### src/hw/rtl/spi_pkg.sv
// Shared types, constants and state encodings for the speed profile interpolator.
package spi_pkg;

   localparam int unsigned MaxPointsDefault = 256;
   localparam int unsigned DataW            = 32;
   localparam int unsigned CountW           = 9;
   localparam int unsigned FieldCount       = 5;

   // Field slots of one stored point.
   localparam logic [2:0] FieldPos   = 3'd0;
   localparam logic [2:0] FieldTime  = 3'd1;
   localparam logic [2:0] FieldSpeed = 3'd2;
   localparam logic [2:0] FieldAccel = 3'd3;
   localparam logic [2:0] FieldJerk  = 3'd4;

   typedef enum logic [1:0] {
      OP_APPEND    = 2'd0,
      OP_EVAL_TIME = 2'd1,
      OP_EVAL_POS  = 2'd2,
      OP_NONE      = 2'd3
   } op_type;

   typedef enum logic [2:0] {
      ST_OK         = 3'd0,
      ST_TOO_FEW    = 3'd1,
      ST_OUT_RANGE  = 3'd2,
      ST_NOT_LATER  = 3'd3,
      ST_FULL       = 3'd4
   } status_type;

   typedef struct packed {
      logic [1:0]         operation;
      logic signed [31:0] position;
      logic signed [31:0] time_req;
      logic signed [31:0] speed;
      logic signed [31:0] accel;
      logic signed [31:0] jerk;
   } req_type;

   typedef struct packed {
      logic [2:0]         status;
      logic signed [31:0] out_position;
      logic signed [31:0] out_time;
      logic signed [31:0] out_speed;
      logic signed [31:0] out_accel;
      logic signed [31:0] out_jerk;
      logic signed [31:0] total_duration;
      logic signed [31:0] total_distance;
      logic [8:0]         point_count;
   } rsp_type;

   typedef enum logic [3:0] {
      SEQ_IDLE,
      SEQ_DECODE,
      SEQ_SEARCH,
      SEQ_COMPARE,
      SEQ_FOUND,
      SEQ_POINT,
      SEQ_LOAD0,
      SEQ_LOAD1,
      SEQ_MSTART,
      SEQ_MWAIT,
      SEQ_RESPOND
   } seq_state_type;

   typedef enum logic [1:0] {
      MD_IDLE,
      MD_MUL,
      MD_DIV,
      MD_DONE
   } md_state_type;

   // Command to the shared multiply-divide unit.
   typedef struct packed {
      logic        start;
      logic [31:0] mag;
      logic [31:0] num;
      logic [31:0] den;
   } md_cmd_type;

endpackage

### src/hw/rtl/spi_muldiv.sv
// Shared unit: one 32x32 multiply followed by a bit-serial restoring divide.
module spi_muldiv (
   input  logic               clock,
   input  logic               reset,
   input  spi_pkg::md_cmd_type cmd,
   output logic               done,
   output logic [31:0]        quotient
);

   spi_pkg::md_state_type state_ff, state_in;
   logic [31:0] mag_ff, mag_in;
   logic [31:0] num_ff, num_in;
   logic [31:0] den_ff, den_in;
   logic [31:0] rem_ff, rem_in;
   logic [63:0] dvd_ff, dvd_in;
   logic [31:0] quo_ff, quo_in;
   logic [6:0]  cnt_ff, cnt_in;
   logic [63:0] product;
   logic [32:0] trial;

   assign product = {32'd0, mag_ff} * {32'd0, num_ff};
   assign trial   = {rem_ff, dvd_ff[63]};

   always_comb begin
      state_in = state_ff;
      case (state_ff)
         spi_pkg::MD_IDLE: if (cmd.start) state_in = spi_pkg::MD_MUL;
         spi_pkg::MD_MUL:  state_in = spi_pkg::MD_DIV;
         spi_pkg::MD_DIV:  if (cnt_ff == 7'd1) state_in = spi_pkg::MD_DONE;
         spi_pkg::MD_DONE: state_in = spi_pkg::MD_IDLE;
         default:          state_in = spi_pkg::MD_IDLE;
      endcase
   end

   always_comb begin
      mag_in = mag_ff;
      num_in = num_ff;
      den_in = den_ff;
      rem_in = rem_ff;
      dvd_in = dvd_ff;
      quo_in = quo_ff;
      cnt_in = cnt_ff;
      case (state_ff)
         spi_pkg::MD_IDLE: begin
            mag_in = cmd.mag;
            num_in = cmd.num;
            den_in = cmd.den;
         end
         spi_pkg::MD_MUL: begin
            // When the high half is already below the divisor the quotient fits
            // in 32 bits, so only the low half needs dividing.
            if (product[63:32] < den_ff) begin
               rem_in = product[63:32];
               dvd_in = {product[31:0], 32'd0};
               cnt_in = 7'd32;
            end else begin
               rem_in = 32'd0;
               dvd_in = product;
               cnt_in = 7'd64;
            end
            quo_in = 32'd0;
         end
         spi_pkg::MD_DIV: begin
            if (trial >= {1'b0, den_ff}) begin
               rem_in = 32'(trial - {1'b0, den_ff});
               quo_in = {quo_ff[30:0], 1'b1};
            end else begin
               rem_in = trial[31:0];
               quo_in = {quo_ff[30:0], 1'b0};
            end
            dvd_in = {dvd_ff[62:0], 1'b0};
            cnt_in = cnt_ff - 7'd1;
         end
         default: begin
         end
      endcase
   end

   always_ff @(posedge clock) begin
      if (reset) begin
         state_ff <= spi_pkg::MD_IDLE;
      end else begin
         state_ff <= state_in;
      end
      mag_ff <= mag_in;
      num_ff <= num_in;
      den_ff <= den_in;
      rem_ff <= rem_in;
      dvd_ff <= dvd_in;
      quo_ff <= quo_in;
      cnt_ff <= cnt_in;
   end

   assign done     = (state_ff == spi_pkg::MD_DONE);
   assign quotient = quo_ff;

endmodule
### config.mk
export PLATFORM = sky130hd
export DESIGN_NAME = spi_muldiv
export DESIGN_NICKNAME = d
export VERILOG_FILES = /design/src/hw/rtl/spi_pkg.sv /design/src/hw/rtl/spi_muldiv.sv
export SDC_FILE = /design/constraint.sdc
export NUM_CORES = 2
export LEC_CHECK = 0
export BUFFER_PORTS_ARGS = -buffer_cell sky130_fd_sc_hd__buf_4
export CORE_MARGIN = 1
export CORE_UTILIZATION = 47
export CTS_BUF_LIST = sky130_fd_sc_hd__clkbuf_8
export DETAILED_ROUTE_END_ITERATION = 8
export GPL_ROUTABILITY_DRIVEN = 0
export SLEW_MARGIN = 10
export SYNTH_ARGS = -nofsm -noshare
export SYNTH_HDL_FRONTEND = slang
export SYNTH_SLANG_ARGS = --single-unit
### constraint.sdc
create_clock -name clock -period 21.1 [get_ports clock]
set_input_delay 4.22 -clock clock [delete_from_list [all_inputs] [get_ports clock]]
set_output_delay 4.22 -clock clock [all_outputs]
set_load 0.05 [all_outputs]
# After elaboration in Yosys (flattened, before gate mapping)
# Cells that the tools add are included.
[totals] inputBits=99 word_cells=34 output_inout_bits=33 ff_bits=233
[op_classes] n_eq_ne=6 n_lt_le_gt_ge=2 reduce_logical=3 n_addsub=2 n_mux=12 mul=1
[op_table] op="$pmux W32 S2" n=2
[op_table] op="$pmux W64 S2" n=1
[op_table] op="$mul A32 B32 Y64" n=1
[op_table] op="$mux W32" n=2
[op_table] op="$mux W64" n=1
[op_table] op="$ge A33 B32 Y1" n=1
[op_table] op="$lt A32 B32 Y1" n=1
[op_table] op="$sub A32 B32 Y32" n=1
[op_table] op="$pmux W7 S2" n=1
[op_table] op="$pmux W2 S4" n=1
[op_table] op="$eq A7 B1 Y1 const B" n=1
[op_table] op="$mux W7" n=1
[op_table] op="$sub A7 B1 Y7 const B" n=1
[op_table] op="$eq A2 B2 Y1 const B" n=2
[op_table] op="$mux W2" n=2
[op_table] op="$ne A2 B2 Y1 const B" n=2
[op_table] op="$eq A2 B1 Y1 const B" n=1
[op_table] op="$logic_not A2 Y1" n=1
[op_table] op="$reduce_and A2 Y1" n=1
[op_table] op="$reduce_bool A2 Y1" n=1
[op_table] op="$mux W1" n=1

# Depth between registers and ports, before layout
[depth] word_depth=4 ltp_mapped=41 ltp_nobuf=37

# Worst setup path after synthesis
# Ideal clock, no wire load.
[synth_timing] kind="register to register" start="register num_ff[8]" end="register dvd_ff[45] (data pin)" path_buffers=4 required_time_ns=20.839 synth_period_minus_slack_ns=9.413 t_arrival_ns=9.152 setup_ns=0.261 path_stages_with_launch=36 setup_slack_ns=11.687 cell_sequence="edfxtp_1 clkbuf_1 and2_1 fa_1 fa_1 inv_1 fa_1 fa_1 inv_1 fa_1 fa_1 fa_1 inv_1 fa_1 inv_1 ha_1 buf_2 a21o_1 a21o_1 a21o_1 nand2b_1 a211o_1 a2bb2oi_2 a41oi_2 o21bai_1 xnor2_1 inv_1 ha_1 nand4_1 or4_1 a2111oi_0 a211oi_1 a21o_1 buf_2 buf_2 a221o_1"
[synth_between] elab_chain_cells=4
[synth_lines] item="start: declaration" line_no="spi_muldiv.sv:12" rtl="logic [31:0] num_ff, num_in;"
[synth_lines] item="start signal: assignment" line_no="spi_muldiv.sv:86" rtl="num_ff <= num_in;"
[synth_lines] item="$mul A32 B32 Y64 *" line_no="spi_muldiv.sv:21" rtl="assign product = {32'd0, mag_ff} * {32'd0, num_ff};"
[synth_lines] item="$lt A32 B32 Y1" line_no="spi_muldiv.sv:52" rtl="if (product[63:32] < den_ff) begin"
[synth_lines] item="$mux W64 *" line_no="spi_muldiv.sv:52"
[synth_lines] item="$pmux W64 S2 *" line_no="spi_muldiv.sv:43" rtl="case (state_ff)"
[synth_lines] item="named net dvd_in[45]" line_no="spi_muldiv.sv:15" rtl="logic [63:0] dvd_ff, dvd_in;"
[synth_lines] item="end signal: assignment" line_no="spi_muldiv.sv:89" rtl="dvd_ff <= dvd_in;"
[synth_lines] item="end: declaration" line_no="spi_muldiv.sv:15"
# The timed path passes the listed nets; every way through them passes the cells marked *.
# A chain may end at the register's enable or synchronous reset.

# Final worst setup path
[layout_timing] start="register num_ff[2]" end="register rem_ff[24] (data pin)"
[layout_between] elab_chain_cells=4
[layout_lines] item="$mul A32 B32 Y64 *" line_no="spi_muldiv.sv:21"
[layout_lines] item="$lt A32 B32 Y1" line_no="spi_muldiv.sv:52"
[layout_lines] item="$mux W32 *" line_no="spi_muldiv.sv:52"
[layout_lines] item="$pmux W32 S2 *" line_no="spi_muldiv.sv:43"
[layout_lines] item="named net rem_in[24]" line_no="spi_muldiv.sv:14" rtl="logic [31:0] rem_ff, rem_in;"
[layout_lines] item="end signal: assignment" line_no="spi_muldiv.sv:88" rtl="rem_ff <= rem_in;"
[layout_lines] item="end: declaration" line_no="spi_muldiv.sv:14"
# Marks and branches as above.

==> flow_summary.json <==
{
  "yosysMostFrequentCell": "inv_1",
  "endpoint_kind": "register",
  "multi_input_area_mm2": 0.0333,
  "cts.sinks": 233,
  "hpwlAfterDp_mm": 92.5,
  "numCtsBuffers": 49,
  "grt_setup_unrepaired": "false",
  "cts_max_path_buffers": 3,
  "post-cts-setup-buffers": 0,
  "wl_per_cell_um": 20.3,
  "htreeDepth": 2,
  "drv_slew": 0,
  "required_ps": 21530,
  "hold_viol_final": 0,
  "ys_top_cells_by_count": "inv_1 (923), fa_1 (897), nand2_1 (608)",
  "seq_area_frac_synth_pct": 15.6,
  "worstRegToRegCells": 31,
  "vias_per_cell": 5.36,
  "nets": 5937,
  "period_minus_slack_ps": 12020,
  "synth_mux_area_share_pct": 0.314,
  "wirelength_mm": 120,
  "fin_skew_ps": 61.5,
  "min_to": "dvd_ff[38]",
  "cts_resized": 0,
  "synthXorXnorAreaFrac_pct": 1.84,
  "synth_seq_cells": 233,
  "regArea_mm2": 0.00698,
  "postSynthCellCount": 4611,
  "stdcell_area_mm2": 0.0478,
  "arrival_ps": 12450,
  "synth_edf_count": 231,
  "worst_slew_pin_slew_ps": 1290,
  "syn_area_per_cell_um2": 9.69,
  "antenna_left": 0,
  "synth_adder_area_share_pct": 49.5,
  "syn-cell-area_mm2": 0.0447,
  "layout-drive-gt1-share_pct": 6.58,
  "grt_pass1_vias": 33800,
  "antenna_found_initial": 2,
  "coreArea_mm2": 0.0937,
  "ys.warnings.count": 0,
  "startpoint_type": "register",
  "worstHoldStart": "dvd_ff[37]",
  "ys.flop_type": "edfxtp_1",
  "async_flop_share_pct": 0,
  "status": "finished clean",
  "cts_tree": "done",
  "fin_crit_sh_pct": 57.0,
  "grt_use_total_pct": 26.2,
  "firstDrtPassIters": 5,
  "worstHoldPathCells": 2,
  "start_util_pct": 47.6,
  "max-cap-violations": 0,
  "cpMostUsedCell": "fa_1",
  "port_buffers": 131,
  "path_clk_slew_ps": 60,
  "fin_hold_ws_ps": 482,
  "yosys.area.top_type": "fa_1",
  "syn_to_final_growth_pct": 7.07,
  "synth_top_family_by_area": "adder cells",
  "setup_viol": 0,
  "overflow": 0,
  "finalSetupTns_ps": 0,
  "nFillCells": 8727,
  "num_rows": 112,
  "placed_cell_area_mm2": 0.0468,
  "clk_latency_ps": 730,
  "crit_fanout": 37,
  "die_height_um": 310,
  "synth.distinct_cells": 93,
  "cts-hold-fix-buffers": 0,
  "slew_headroom_pct": 13.8,
  "r2r-end": "rem_ff[24]",
  "die_x_um": 310,
  "slowest_stage": "edfxtp_1",
  "synth-simple-area-share_pct": 15.8,
  "holdCritPathClass": "reg2reg",
  "r2r_slack_ps": 9080,
  "r2r-start": "num_ff[2]",
  "synthesis.nets": 5939,
  "max_freq_mhz": 83.2,
  "io-pin-count": 132,
  "yosysTopAreaCellShare_pct": 40.2,
  "clock_tree.root_cell": "clkbuf_8",
  "critPathKind": "reg2reg",
  "drc_errors": 0,
  "grt_max_degree": 86,
  "grt_pass1_wl_mm": 192,
  "synth_compound_area_share_pct": 6.95,
  "netlist_top_cells_area": "fa_1 (40%), edfxtp_1 (16%), ha_1 (9.3%), and2_1 (8.3%), inv_1 (7.8%)",
  "via_count": 31700,
  "die_area_mm2": 0.0963,
  "slowest_delay_ps": 1210,
  "drt-initial-drc-count": 2150
}
==> sequential cells by signal, summed over array words and instances, names as in the netlist <==
register / count
dvd_ff: 64
num_ff: 32
den_ff: 32
rem_ff: 32
quotient: 32
cnt_ff: 7
state_ff: 2
mag_ff: 32
==> final cells by class <==
class	count	share of cell area, %
diodes	2	0.0105
clock buffers	49	1.41
clock inverters	42	0.748
inverters	924	7.25
multi-input cells	3201	69.6
flip-flops and latches	233	14.6
well taps	1254	3.28
repair buffers	200	3.14
==> per-stage QoR <==
step	utilization [%]	cells	worst slack (ps)
6_report	51.0	5905	9080
5_1_grt	51.0	5904	8470
4_1_cts	51.0	5903	9090
3_5_place_dp	49.9	5812	9150
3_3_place_gp	49.9	5812	9480
2_1_floorplan	-	4611	11690
==> layout by cell type, fill, tap and decap left out, types with 7 or more instances in the layout <==
cell	n
buf_4	200
and3_1	10
nand3_1	33
a21oi_1	110
mux2i_1	14
nand4_1	27
a221oi_1	7
o211ai_1	10
nor2b_1	8
nor3_1	19
xnor2_1	63
o21ai_1	53
clkinv_1	12
clkbuf_8	49
edfxtp_1	231
xor2_1	29
o21a_1	11
o22ai_1	11
nor2_1	79
a31oi_1	8
a21o_1	60
o21ai_0	52
a211oi_1	13
nand2_1	608
inv_1	935
o21bai_1	23
fa_1	897
o31ai_1	9
or3_1	7
a22o_1	16
and2_1	590
ha_1	330
==> worst max-delay path: cells and delay by family, from the launching register on <==
kind	cells	cell delay (ps)
compound gates	9	3750
fa+ha+maj	10	4550
buf+inv	5	330
flops	1	1210
simple gates	7	1870
==> metal layers <==
layer / global-route usage [%] / routed length [um]
met1: 34.4 / 49700
met2: 44.4 / 59000
met3: 4.00 / 7050
met4: 8.53 / 4160
met5: 0 / 0
==> worst max-delay path by stage <==
stage	startpoint	to	slack [ps]
6_report	num_ff[2]	rem_ff[24]	9080
5_1_grt	num_ff[2]	rem_ff[24]	8470
4_1_cts	num_ff[2]	rem_ff[24]	9090
3_5_place_dp	num_ff[2]	rem_ff[24]	9150
3_3_place_gp	num_ff[2]	rem_ff[24]	9480
2_1_floorplan	num_ff[8]	dvd_ff[45]	11690
==> cell families (layout without fill, tap and decap cells) <==
group	after synthesis	in the layout
buffers and inverters	1177	1215
adders and majority gates	1229	1229
DFF	233	233
other	0	2
muxes	14	14
xor gates and xnor gates	93	93
AOI/OAI and AO/OA	457	457
and+or+nand+nor	1408	1408
Power is left out: the tool's default activity adds up to more than one toggle a clock period on the data nets, which glitch-free logic cannot reach.
